### src/rtl/csmc_pkg.sv
// ----------------------------------------------------------------------------
// Clock set-mode controller package
// Shared types and constants for the front, queue and back modules.
// ----------------------------------------------------------------------------
package csmc_pkg;

  localparam int PRESS_TIMER_BITS = 16;
  localparam int THR_BITS = 16;
  localparam int CMP_W = (PRESS_TIMER_BITS > THR_BITS) ? PRESS_TIMER_BITS : THR_BITS;
  localparam int NUM_BUTTONS = 3;
  localparam logic [THR_BITS-1:0] LONG_PRESS_RESET = 16'd2000;

  localparam logic REQ_TICK = 1'b0;
  localparam logic REQ_LOAD = 1'b1;

  typedef enum logic [4:0] {
    MODE_TIME      = 5'd0,
    MODE_HOUR_ADJ  = 5'd1,
    MODE_MIN_ADJ   = 5'd2,
    MODE_SEC_ADJ   = 5'd3,
    MODE_DATE      = 5'd4,
    MODE_DAY_ADJ   = 5'd5,
    MODE_MONTH_ADJ = 5'd6,
    MODE_YEAR      = 5'd7,
    MODE_YEAR_ADJ  = 5'd8,
    MODE_TEST0     = 5'd9,
    MODE_TEST1     = 5'd10,
    MODE_TEST2     = 5'd11,
    MODE_TEST3     = 5'd12,
    MODE_TEST4     = 5'd13,
    MODE_TEST5     = 5'd14,
    MODE_BRIGHT    = 5'd15,
    MODE_INVALID   = 5'd16
  } mode_t;

  typedef struct packed {
    logic [4:0] hour;
    logic [5:0] minute;
    logic [5:0] second;
    logic [4:0] day;
    logic [3:0] month;
    logic [7:0] year;
  } tm_fields_t;

  typedef struct packed {
    logic                   is_load;
    logic [NUM_BUTTONS-1:0] ev_short;
    logic [NUM_BUTTONS-1:0] ev_long;
    tm_fields_t             tm;
  } cmd_t;

endpackage

### src/rtl/clock_set_mode_controller.sv
// ----------------------------------------------------------------------------
// Clock set-mode controller
// Three-button set-mode controller with press timers, display modes,
// brightness and a held copy of the clock-chip time.
//
//   Channel   Direction  Handshake              Payload
//   in_*      input      in_valid / in_ready    req_type, buttons, time load
//   out_*     output     out_valid / out_ready  mode, brightness, time, mask
//   cfg_*     input      cfg_we                 long-press threshold
//
// One item per cycle is sustained while the output is ready. A transfer in
// enters the command queue, its result is then registered in the back end
// and transfers out from there.
// The front end classifies button events, a two-entry queue decouples it
// from the back end, which applies them to the mode and held time.
// Reset is synchronous and active low.
// A stalled output holds the back end; the front end keeps accepting until
// the queue is full.
// ----------------------------------------------------------------------------
module clock_set_mode_controller (
  input  logic        clk,
  input  logic        rst_n,
  input  logic        cfg_we,
  input  logic [15:0] cfg_wdata,
  input  logic        in_valid,
  output logic        in_ready,
  input  logic        in_req_type,
  input  logic [2:0]  in_buttons,
  input  logic [4:0]  in_hour,
  input  logic [5:0]  in_minute,
  input  logic [5:0]  in_second,
  input  logic [4:0]  in_day,
  input  logic [3:0]  in_month,
  input  logic [7:0]  in_year_offset,
  output logic        out_valid,
  input  logic        out_ready,
  output logic [4:0]  out_mode,
  output logic [3:0]  out_brightness,
  output logic [4:0]  out_hour_now,
  output logic [5:0]  out_minute_now,
  output logic [5:0]  out_second_now,
  output logic [4:0]  out_day_now,
  output logic [3:0]  out_month_now,
  output logic [7:0]  out_year_now,
  output logic [5:0]  out_write_mask
);
  import csmc_pkg::*;

  tm_fields_t in_tm;
  cmd_t       push_data, pop_data;
  logic       push_valid, push_ready, pop_valid, pop_ready;

  always_comb begin
    in_tm.hour   = in_hour;
    in_tm.minute = in_minute;
    in_tm.second = in_second;
    in_tm.day    = in_day;
    in_tm.month  = in_month;
    in_tm.year   = in_year_offset;
  end

  csmc_front u_front (
    .clk         (clk),
    .rst_n       (rst_n),
    .cfg_we      (cfg_we),
    .cfg_wdata   (cfg_wdata),
    .in_valid    (in_valid),
    .in_ready    (in_ready),
    .in_req_type (in_req_type),
    .in_buttons  (in_buttons),
    .in_tm       (in_tm),
    .push_valid  (push_valid),
    .push_ready  (push_ready),
    .push_data   (push_data)
  );

  csmc_queue u_queue (
    .clk        (clk),
    .rst_n      (rst_n),
    .push_valid (push_valid),
    .push_ready (push_ready),
    .push_data  (push_data),
    .pop_valid  (pop_valid),
    .pop_ready  (pop_ready),
    .pop_data   (pop_data)
  );

  csmc_back u_back (
    .clk            (clk),
    .rst_n          (rst_n),
    .pop_valid      (pop_valid),
    .pop_ready      (pop_ready),
    .pop_data       (pop_data),
    .out_valid      (out_valid),
    .out_ready      (out_ready),
    .out_mode       (out_mode),
    .out_brightness (out_brightness),
    .out_hour_now   (out_hour_now),
    .out_minute_now (out_minute_now),
    .out_second_now (out_second_now),
    .out_day_now    (out_day_now),
    .out_month_now  (out_month_now),
    .out_year_now   (out_year_now),
    .out_write_mask (out_write_mask)
  );

endmodule

### src/rtl/csmc_front.sv
// ----------------------------------------------------------------------------
// Clock set-mode controller front end
// Tracks button levels and press timers and classifies each tick into
// short and long press events before handing it to the command queue.
// ----------------------------------------------------------------------------
module csmc_front (
  input  logic                      clk,
  input  logic                      rst_n,
  input  logic                      cfg_we,
  input  logic [15:0]               cfg_wdata,
  input  logic                      in_valid,
  output logic                      in_ready,
  input  logic                      in_req_type,
  input  logic [2:0]                in_buttons,
  input  csmc_pkg::tm_fields_t      in_tm,
  output logic                      push_valid,
  input  logic                      push_ready,
  output csmc_pkg::cmd_t            push_data
);
  import csmc_pkg::*;

  logic [THR_BITS-1:0]         thr_r;
  logic [NUM_BUTTONS-1:0]      prev_r, prev_nxt;
  logic [NUM_BUTTONS-1:0]      lflag_r, lflag_nxt;
  logic [PRESS_TIMER_BITS-1:0] timer_r   [NUM_BUTTONS];
  logic [PRESS_TIMER_BITS-1:0] timer_nxt [NUM_BUTTONS];
  logic [NUM_BUTTONS-1:0]      ev_short, ev_long;
  logic                        accept;

  assign in_ready   = push_ready;
  assign push_valid = in_valid;
  assign accept     = in_valid && push_ready;

  always_comb begin
    logic [PRESS_TIMER_BITS-1:0] t;
    logic [CMP_W-1:0]            t_ext;
    logic [CMP_W-1:0]            thr_ext;
    logic                        now;
    logic                        was;
    thr_ext   = CMP_W'(thr_r);
    prev_nxt  = prev_r;
    lflag_nxt = lflag_r;
    ev_short  = '0;
    ev_long   = '0;
    for (int i = 0; i < NUM_BUTTONS; i++) begin
      timer_nxt[i] = timer_r[i];
      now   = in_buttons[i];
      was   = prev_r[i];
      t     = (timer_r[i] == '1) ? timer_r[i] : timer_r[i] + 1'b1;
      t_ext = CMP_W'(t);
      if (in_req_type == REQ_TICK) begin
        if (now && !was) begin
          timer_nxt[i] = '0;
        end else begin
          timer_nxt[i] = t;
          if (!now && was) begin
            if (t_ext < thr_ext) begin
              ev_short[i] = 1'b1;
            end else begin
              lflag_nxt[i] = 1'b0;
            end
          end else if (now && was && !lflag_r[i] && (t_ext > thr_ext)) begin
            lflag_nxt[i] = 1'b1;
            ev_long[i]   = 1'b1;
          end
        end
      end
    end
    if (in_req_type == REQ_TICK) begin
      prev_nxt = in_buttons;
    end
  end

  always_comb begin
    push_data          = '0;
    push_data.is_load  = (in_req_type == REQ_LOAD);
    push_data.ev_short = ev_short;
    push_data.ev_long  = ev_long;
    push_data.tm       = in_tm;
  end

  always_ff @(posedge clk) begin
    if (!rst_n) begin
      thr_r <= LONG_PRESS_RESET;
    end else if (cfg_we) begin
      thr_r <= cfg_wdata;
    end
  end

  always_ff @(posedge clk) begin
    if (!rst_n) begin
      prev_r  <= '0;
      lflag_r <= '0;
      for (int i = 0; i < NUM_BUTTONS; i++) begin
        timer_r[i] <= '0;
      end
    end else if (accept) begin
      prev_r  <= prev_nxt;
      lflag_r <= lflag_nxt;
      for (int i = 0; i < NUM_BUTTONS; i++) begin
        timer_r[i] <= timer_nxt[i];
      end
    end
  end

endmodule

### src/rtl/csmc_queue.sv
// ----------------------------------------------------------------------------
// Clock set-mode controller command queue
// Two-entry queue of classified commands between the front and back ends.
// ----------------------------------------------------------------------------
module csmc_queue (
  input  logic           clk,
  input  logic           rst_n,
  input  logic           push_valid,
  output logic           push_ready,
  input  csmc_pkg::cmd_t push_data,
  output logic           pop_valid,
  input  logic           pop_ready,
  output csmc_pkg::cmd_t pop_data
);
  import csmc_pkg::*;

  cmd_t       mem_r [2];
  logic       wr_ptr_r, rd_ptr_r;
  logic [1:0] count_r, count_nxt;
  logic       do_push, do_pop;

  assign push_ready = (count_r != 2'd2);
  assign pop_valid  = (count_r != 2'd0);
  assign pop_data   = mem_r[rd_ptr_r];
  assign do_push    = push_valid && push_ready;
  assign do_pop     = pop_valid && pop_ready;

  always_comb begin
    count_nxt = count_r;
    if (do_push && !do_pop) begin
      count_nxt = count_r + 2'd1;
    end else if (!do_push && do_pop) begin
      count_nxt = count_r - 2'd1;
    end
  end

  always_ff @(posedge clk) begin
    if (do_push) begin
      mem_r[wr_ptr_r] <= push_data;
    end
  end

  always_ff @(posedge clk) begin
    if (!rst_n) begin
      wr_ptr_r <= 1'b0;
      rd_ptr_r <= 1'b0;
      count_r  <= 2'd0;
    end else begin
      count_r <= count_nxt;
      if (do_push) begin
        wr_ptr_r <= !wr_ptr_r;
      end
      if (do_pop) begin
        rd_ptr_r <= !rd_ptr_r;
      end
    end
  end

endmodule

### src/rtl/csmc_back.sv
// ----------------------------------------------------------------------------
// Clock set-mode controller back end
// Applies classified commands to the mode, brightness and held time, and
// holds the result until the output transfer completes.
// ----------------------------------------------------------------------------
module csmc_back (
  input  logic           clk,
  input  logic           rst_n,
  input  logic           pop_valid,
  output logic           pop_ready,
  input  csmc_pkg::cmd_t pop_data,
  output logic           out_valid,
  input  logic           out_ready,
  output logic [4:0]     out_mode,
  output logic [3:0]     out_brightness,
  output logic [4:0]     out_hour_now,
  output logic [5:0]     out_minute_now,
  output logic [5:0]     out_second_now,
  output logic [4:0]     out_day_now,
  output logic [3:0]     out_month_now,
  output logic [7:0]     out_year_now,
  output logic [5:0]     out_write_mask
);
  import csmc_pkg::*;

  typedef struct packed {
    logic [3:0] bright;
    tm_fields_t tm;
  } hold_t;

  typedef struct packed {
    hold_t      h;
    logic [5:0] mask;
  } step_res_t;

  mode_t      mode_r, mode_nxt, mode_b0;
  hold_t      hold_r, hold_nxt;
  logic [5:0] mask_r, mask_nxt;
  logic       out_valid_r;
  logic       pop;
  step_res_t  res_up, res_dn;

  function automatic mode_t short_next(mode_t m);
    mode_t r;
    unique case (m)
      MODE_TIME:      r = MODE_DATE;
      MODE_HOUR_ADJ:  r = MODE_MIN_ADJ;
      MODE_MIN_ADJ:   r = MODE_SEC_ADJ;
      MODE_SEC_ADJ:   r = MODE_HOUR_ADJ;
      MODE_DATE:      r = MODE_YEAR;
      MODE_DAY_ADJ:   r = MODE_MONTH_ADJ;
      MODE_MONTH_ADJ: r = MODE_DAY_ADJ;
      MODE_YEAR:      r = MODE_TEST0;
      MODE_YEAR_ADJ:  r = MODE_YEAR_ADJ;
      MODE_TEST0:     r = MODE_BRIGHT;
      MODE_TEST1:     r = MODE_TEST2;
      MODE_TEST2:     r = MODE_TEST3;
      MODE_TEST3:     r = MODE_TEST4;
      MODE_TEST4:     r = MODE_TEST5;
      MODE_TEST5:     r = MODE_TEST1;
      MODE_BRIGHT:    r = MODE_TIME;
      default:        r = MODE_INVALID;
    endcase
    return r;
  endfunction

  function automatic mode_t long_next(mode_t m);
    mode_t r;
    unique case (m) inside
      MODE_TIME:                                  r = MODE_HOUR_ADJ;
      MODE_HOUR_ADJ, MODE_MIN_ADJ, MODE_SEC_ADJ:  r = MODE_TIME;
      MODE_DATE:                                  r = MODE_DAY_ADJ;
      MODE_DAY_ADJ, MODE_MONTH_ADJ:               r = MODE_DATE;
      MODE_YEAR:                                  r = MODE_YEAR_ADJ;
      MODE_YEAR_ADJ:                              r = MODE_YEAR;
      MODE_TEST0:                                 r = MODE_TEST1;
      MODE_TEST1, MODE_TEST2, MODE_TEST3,
      MODE_TEST4, MODE_TEST5:                     r = MODE_TEST0;
      MODE_BRIGHT:                                r = MODE_INVALID;
      default:                                    r = MODE_BRIGHT;
    endcase
    return r;
  endfunction

  function automatic step_res_t step(mode_t m, hold_t h, logic down);
    step_res_t  r;
    logic [6:0] t7;
    logic [5:0] t6;
    logic [4:0] t5;
    r.h    = h;
    r.mask = 6'd0;
    unique case (m)
      MODE_HOUR_ADJ: begin
        t7 = down ? 7'(h.tm.hour) + 7'd23 : 7'(h.tm.hour) + 7'd25;
        if (t7 >= 7'd24) t7 = t7 - 7'd24;
        if (t7 >= 7'd24) t7 = t7 - 7'd24;
        r.h.tm.hour = 5'(t7);
        r.mask      = 6'b000001;
      end
      MODE_MIN_ADJ: begin
        t7 = down ? 7'(h.tm.minute) + 7'd59 : 7'(h.tm.minute) + 7'd61;
        if (t7 >= 7'd60) t7 = t7 - 7'd60;
        if (t7 >= 7'd60) t7 = t7 - 7'd60;
        r.h.tm.minute = 6'(t7);
        r.h.tm.second = 6'd0;
        r.mask        = 6'b000110;
      end
      MODE_SEC_ADJ: begin
        t7 = down ? 7'(h.tm.second) + 7'd59 : 7'(h.tm.second) + 7'd61;
        if (t7 >= 7'd60) t7 = t7 - 7'd60;
        if (t7 >= 7'd60) t7 = t7 - 7'd60;
        r.h.tm.second = 6'(t7);
        r.mask        = 6'b000100;
      end
      MODE_DAY_ADJ: begin
        if (down) begin
          if (h.tm.day == 5'd0) begin
            r.h.tm.day = 5'd30;
          end else if (h.tm.day == 5'd1) begin
            r.h.tm.day = 5'd31;
          end else begin
            r.h.tm.day = h.tm.day - 5'd1;
          end
        end else begin
          t6 = 6'(h.tm.day) + 6'd1;
          if (t6 > 6'd31) t6 = t6 - 6'd31;
          r.h.tm.day = 5'(t6);
        end
        r.mask = 6'b001000;
      end
      MODE_MONTH_ADJ: begin
        if (down) begin
          if (h.tm.month == 4'd0) begin
            r.h.tm.month = 4'd11;
          end else begin
            t5 = 5'(h.tm.month) - 5'd1;
            if (t5 == 5'd0) begin
              t5 = 5'd12;
            end else if (t5 > 5'd12) begin
              t5 = t5 - 5'd12;
            end
            r.h.tm.month = 4'(t5);
          end
        end else begin
          t5 = 5'(h.tm.month) + 5'd1;
          if (t5 > 5'd12) t5 = t5 - 5'd12;
          r.h.tm.month = 4'(t5);
        end
        r.mask = 6'b010000;
      end
      MODE_YEAR_ADJ: begin
        r.h.tm.year = down ? h.tm.year - 8'd1 : h.tm.year + 8'd1;
        r.mask      = 6'b100000;
      end
      MODE_BRIGHT: begin
        if (down) begin
          if (h.bright != 4'd0) r.h.bright = h.bright - 4'd1;
        end else begin
          if (h.bright != 4'd15) r.h.bright = h.bright + 4'd1;
        end
      end
      default: begin
        r.mask = 6'd0;
      end
    endcase
    return r;
  endfunction

  assign pop_ready = !out_valid_r || out_ready;
  assign pop       = pop_valid && pop_ready;

  always_comb begin
    mode_b0 = mode_r;
    if (pop_data.ev_short[0]) begin
      mode_b0 = short_next(mode_r);
    end else if (pop_data.ev_long[0]) begin
      mode_b0 = long_next(mode_r);
    end
  end

  always_comb begin
    res_up = step(mode_b0, hold_r, 1'b0);
    if (!pop_data.ev_short[1]) begin
      res_up.h    = hold_r;
      res_up.mask = 6'd0;
    end
    res_dn = step(mode_b0, res_up.h, 1'b1);
    if (!pop_data.ev_short[2]) begin
      res_dn.h    = res_up.h;
      res_dn.mask = 6'd0;
    end
  end

  always_comb begin
    if (pop_data.is_load) begin
      mode_nxt    = mode_r;
      hold_nxt    = hold_r;
      hold_nxt.tm = pop_data.tm;
      mask_nxt    = 6'd0;
    end else begin
      mode_nxt = mode_b0;
      hold_nxt = res_dn.h;
      mask_nxt = res_up.mask | res_dn.mask;
    end
  end

  always_ff @(posedge clk) begin
    if (!rst_n) begin
      out_valid_r <= 1'b0;
      mode_r      <= MODE_TIME;
      hold_r      <= '{bright: 4'd0,
                       tm: '{hour: 5'd0, minute: 6'd0, second: 6'd0,
                             day: 5'd1, month: 4'd1, year: 8'd0}};
      mask_r      <= 6'd0;
    end else begin
      if (pop) begin
        out_valid_r <= 1'b1;
        mode_r      <= mode_nxt;
        hold_r      <= hold_nxt;
        mask_r      <= mask_nxt;
      end else if (out_ready) begin
        out_valid_r <= 1'b0;
      end
    end
  end

  assign out_valid      = out_valid_r;
  assign out_mode       = mode_r;
  assign out_brightness = hold_r.bright;
  assign out_hour_now   = hold_r.tm.hour;
  assign out_minute_now = hold_r.tm.minute;
  assign out_second_now = hold_r.tm.second;
  assign out_day_now    = hold_r.tm.day;
  assign out_month_now  = hold_r.tm.month;
  assign out_year_now   = hold_r.tm.year;
  assign out_write_mask = mask_r;

endmodule

### config.mk
export PLATFORM = sky130hd
export DESIGN_NAME = clock_set_mode_controller
export DESIGN_NICKNAME = d
export VERILOG_FILES = /design/src/rtl/csmc_pkg.sv /design/src/rtl/clock_set_mode_controller.sv /design/src/rtl/csmc_front.sv /design/src/rtl/csmc_queue.sv /design/src/rtl/csmc_back.sv
export SDC_FILE = /design/constraint.sdc
export NUM_CORES = 1
export LEC_CHECK = 0
export ABC_AREA = 1
export BUFFER_PORTS_ARGS = -buffer_cell sky130_fd_sc_hd__buf_2
export CORE_AREA = 5 5 231 121
export CTS_CLUSTER_DIAMETER = 30
export DETAILED_ROUTE_END_ITERATION = 6
export DIE_AREA = 0 0 236 126
export GPL_TIMING_DRIVEN = 0
export PLACE_DENSITY = 0.76
export SYNTH_ARGS = -nofsm -noshare
export SYNTH_HDL_FRONTEND = slang
export SYNTH_SLANG_ARGS = --single-unit
### constraint.sdc
create_clock -name clk -period 4 [get_ports clk]
set_input_delay 0.4 -clock clk [delete_from_list [all_inputs] [get_ports clk]]
set_output_delay 0.4 -clock clk [all_outputs]
set_load 0.01 [all_outputs]
==> impl_metrics.csv <==
group,metric,value,unit
power,p_seq_share,16.8,%
logic_synthesis,synth-main-ff-cell,"edfxtp_1",
global_route,antenna_found_initial,1,
final_layout,stdcell_area,18000,um^2
final_layout,fin_cells,2434,
outcome,failed_checks,"negative setup slack",
power,pwr-share-clk,15.5,%
logic_synthesis,syn_avg_cell_area,7.65,um^2
power,powerDensity,1050,nW/um^2
logic_synthesis,yosys_warnings,0,
power,ir_drop,0.000682,V
routing,routed_via_density,5.89,
sta,finalCritPeriodShare,108,%
power,leakagePower,7.90,nW
global_route,grt_pass1_wl,67900,um
outcome,status,"finished, violations left",
place,place_congestion,0.969,
sta,setup_viol_count_final,8,
logic_synthesis,yosysSeqAreaShare,38.9,%
clock_tree,cts_made_buffers,34,
final_layout,multi_input_area,8390,um^2
routing,first_pass_iters,6,
power,p_sw,9.32,mW
clock_tree,ctsHtreeMaxLevel,2,
worst_setup_path,path_class,"reg2reg",
logic_synthesis,synth.distinct_cells,61,
final_layout,antenna_cells,0,
sta,rsz0062_at_grt,"yes",
clock_tree,clock-root-buffer,"clkbuf_16",
sta,layout_setup_ws,-336,ps
clock_tree,cts_tree,"done",
routing,wl,47600,um
routing,vias,14300,
global_route,grt_pass1_vias,12400,
floorplan,die_w,236,um
worst_setup_path,cp.arrival,4760,ps
clock_tree,cts.clk_slew.worst_paths,60,ps
logic_synthesis,yosysTopAreaCellShare,27.4,%
sta,worst_slew_pin_slew,964,ps
floorplan,fp-row-count,42,
routing,drt_iter0_drc,1921,
routing,route.detailed.drc,0,
routing,wire_per_inst,19.6,um
final_layout,final_nets,2208,
power,finalPower,18.9,mW
sta,fin_skew,15.3,ps
worst_setup_path,critPathLaunchType,"register",
clock_tree,cts.sinks,205,
logic_synthesis,synth-adder-area-share,8.34,%
sta,finalHoldViolations,0,
worst_setup_path,worst_path_largest_cell_delay,390,ps
routing,final_antenna_net_count,0,
final_layout,ff_latch_area,5410,um^2
min_path,hp-class,"in2reg",
logic_synthesis,synth_top_family_by_area,"simple AND/OR/NAND/NOR gates",
logic_synthesis,synth_edf_count,126,
logic_synthesis,synth_largest_area_cell,"edfxtp_1",
floorplan,design.die.area,29700,um^2
worst_setup_path,crit_path_end_kind,"register",
sta,slew_headroom,35.0,%
place,placed_cells,2269,
logic_synthesis,synth_compound_area_share,14.4,%
logic_synthesis,synth-xor-area-share,4.23,%
floorplan,start_util,53.5,%
clock_tree,clk_latency,510,ps
sta,fmax,231,MHz
worst_setup_path,cpMostUsedCell,"nand2_4",
floorplan,dieHeight,126,um
global_route,grt_usage,28.6,%
worst_setup_path,crit_fanout,5,
logic_synthesis,synth-seq-cells,205,
logic_synthesis,async_flop_share,0,%
floorplan,coreArea,25800,um^2
logic_synthesis,synthesis.nets,1956,
place,placed_area,14900,um^2
logic_synthesis,syn_inst,1805,
power,combPwrFrac,67.7,%
global_route,grt_max_degree,31,
floorplan,ios,110,
global_route,grt-ovfl-total,0,
logic_synthesis,synthMuxAreaShare,0.0725,%
clock_tree,ctsLongestPathBuffers,3,
power,p_sw_share,49.3,%
final_layout,syn2layout_area_growth,30.0,%
flow_run,cap_violations,0,
logic_synthesis,syn_area,13800,um^2
logic_synthesis,ys_top_cells_by_area,"edfxtp_1 27%, dfxtp_1 11%, nand2_1 11%",
final_layout,drive_above_1_share,26.5,%
worst_setup_path,required,4430,ps
sta,fin_crit,4340,ps
power,p_int,9.58,mW
worst_setup_path,slowest_stage,"dfxtp_4",
place,io_buffers,109,
clock_tree,hold_buffers,0,
logic_synthesis,synthSimpleGateAreaFrac,25.9,%
final_layout,nFillCells,1921,
sta,report.final.slew_viol_count,0,
place,dp_hpwl,32500,um
-- state kept, by name, indices dropped and copies added (netlist names), named ones only --
| register | count |
|---|---|
| u_queue.mem_r | 78 |
| u_back.out_brightness | 4 |
| u_back.out_hour_now | 5 |
| u_back.out_month_now | 4 |
| u_front.thr_r | 16 |
| u_back.out_minute_now | 6 |
| u_back.out_year_now | 8 |
| u_back.out_valid | 1 |
| u_back.out_second_now | 6 |
| u_front.timer_r | 48 |
| u_queue.wr_ptr_r | 1 |
| u_queue.count_r | 2 |
| u_back.out_mode | 5 |
| u_queue.rd_ptr_r | 1 |
| u_back.out_write_mask | 6 |
| u_front.lflag_r | 1 |
| u_back.out_day_now | 5 |
| u_front.prev_r | 3 |
-- worst paths after layout --
check / cells after the start / endpoint / slack (ps) / start
worst min register to register: 1 / register / 440 / u_queue.rd_ptr_r
worst min-delay path: 1 / u_queue.mem_r[0][32] / 70 / in_hour[3]
worst max-delay path: 36 / u_back.out_second_now[2] / -340 / u_back.out_second_now[0]
worst max register to register: 36 / u_back.out_second_now[2] / -340 / u_back.out_second_now[0]
-- placed cells by master (no fill, tap or decap), types with 21 or more instances in the layout --
master     count
o211ai_1      29
o21ai_0       87
inv_1        219
edfxtp_1     126
nand3_1       84
nor2_1       112
a21oi_1      138
nand2_4       23
ha_1          75
nand3_2       21
a31oi_1       21
nor3_1        50
xor2_1        44
buf_2        109
nand4_1       39
nand2_2       69
clkbuf_16     35
inv_2         22
dfxtp_1       62
nand2_1      325
clkbuf_1      40
buf_4         95
-- Yosys cell counts, types with 2 or more instances --
cell type / instances
a211oi_1: 10
a21oi_1: 153
a21oi_2: 3
a31o_2: 2
a31oi_1: 21
clkbuf_1: 37
clkinv_1: 4
dfxtp_1: 79
edfxtp_1: 126
ha_1: 92
inv_1: 239
inv_2: 9
nand2_1: 402
nand2_2: 12
nand2_4: 4
nand3_1: 110
nand3_2: 3
nand3b_1: 10
nand4_1: 39
nor2_1: 130
nor2_2: 8
nor2_8: 2
nor3_1: 50
nor3b_1: 2
nor4_1: 10
o2111ai_1: 3
o211ai_1: 29
o21ai_0: 91
o21ai_1: 9
o21ai_2: 4
o311ai_0: 3
o32ai_1: 4
or2_2: 13
or4_1: 3
xnor2_1: 10
xor2_1: 53
xor2_2: 2
-- repair_timing --
| item | in CTS | in global routing |
|---|---|---|
| pin swaps | 61 | 97 |
| setup endpoints to repair | 10 | 21 |
| buffers inserted | 63 | 43 |
| gates cloned | 0 | 0 |
| resized for setup | 138 | 161 |
-- power groups by stage --
stage          clock network, mW  registers (mW)  logic (mW)
2_1_floorplan                  0            3.10        5.79
6_report                    2.93            3.17        12.8
4_1_cts                     2.93            3.12        9.78
3_5_place_dp                   0            3.13        7.93
5_1_grt                     3.05            3.21        13.7
3_3_place_gp                   0            3.14        7.62
-- worst max-delay path, delay by kind of cell (launching register included) --
family | cells | cell delay (ps)
simple gates | 21 | 1850
fa+ha+maj | 5 | 940
buf+inv | 7 | 490
xor+xnor | 2 | 410
flops | 1 | 390
compound gates | 1 | 190
-- layer usage --
metal	wire [um]	global-route usage [%]	share of wire, %
met4	1490	6.92	3.1
met1	20900	44.2	44
met5	0	0	0
met2	18900	38.3	40
met3	6270	9.07	13
-- area by class of cell --
| cell class | instances | share of cell area, % |
|---|---|---|
| clock buffers | 40 | 5.09 |
| well taps | 352 | 2.45 |
| multi-input cells | 1306 | 46.7 |
| inverters | 254 | 5.49 |
| flip-flops and latches | 205 | 30.1 |
| plain buffers | 40 | 0.899 |
| clock inverters | 21 | 1.21 |
| repair buffers | 216 | 8.00 |
-- cell families (layout without fill, tap and decap cells) --
group | after synthesis | count (layout)
AOI/OAI and AO/OA | 346 | 346
DFF | 205 | 205
and+or+nand+nor | 802 | 802
muxes | 1 | 1
xor gates and xnor gates | 65 | 65
buffers and inverters | 294 | 571
adders and majority gates | 92 | 92
-- stage by stage --
stage                     hold WS (ps)  util [%]  setup TNS [ps]  setup slack [ps]
final                             66.5      69.6           -1920              -336
after floorplan                    425         -               0              4.84
after global placement             435      57.3           -3810              -629
after CTS                         54.7      66.0           -29.3             -24.0
after global routing              53.9      69.6           -3620              -539
after detailed placement           444      57.7           -5240              -803
(Power assumes the default switching activity.)
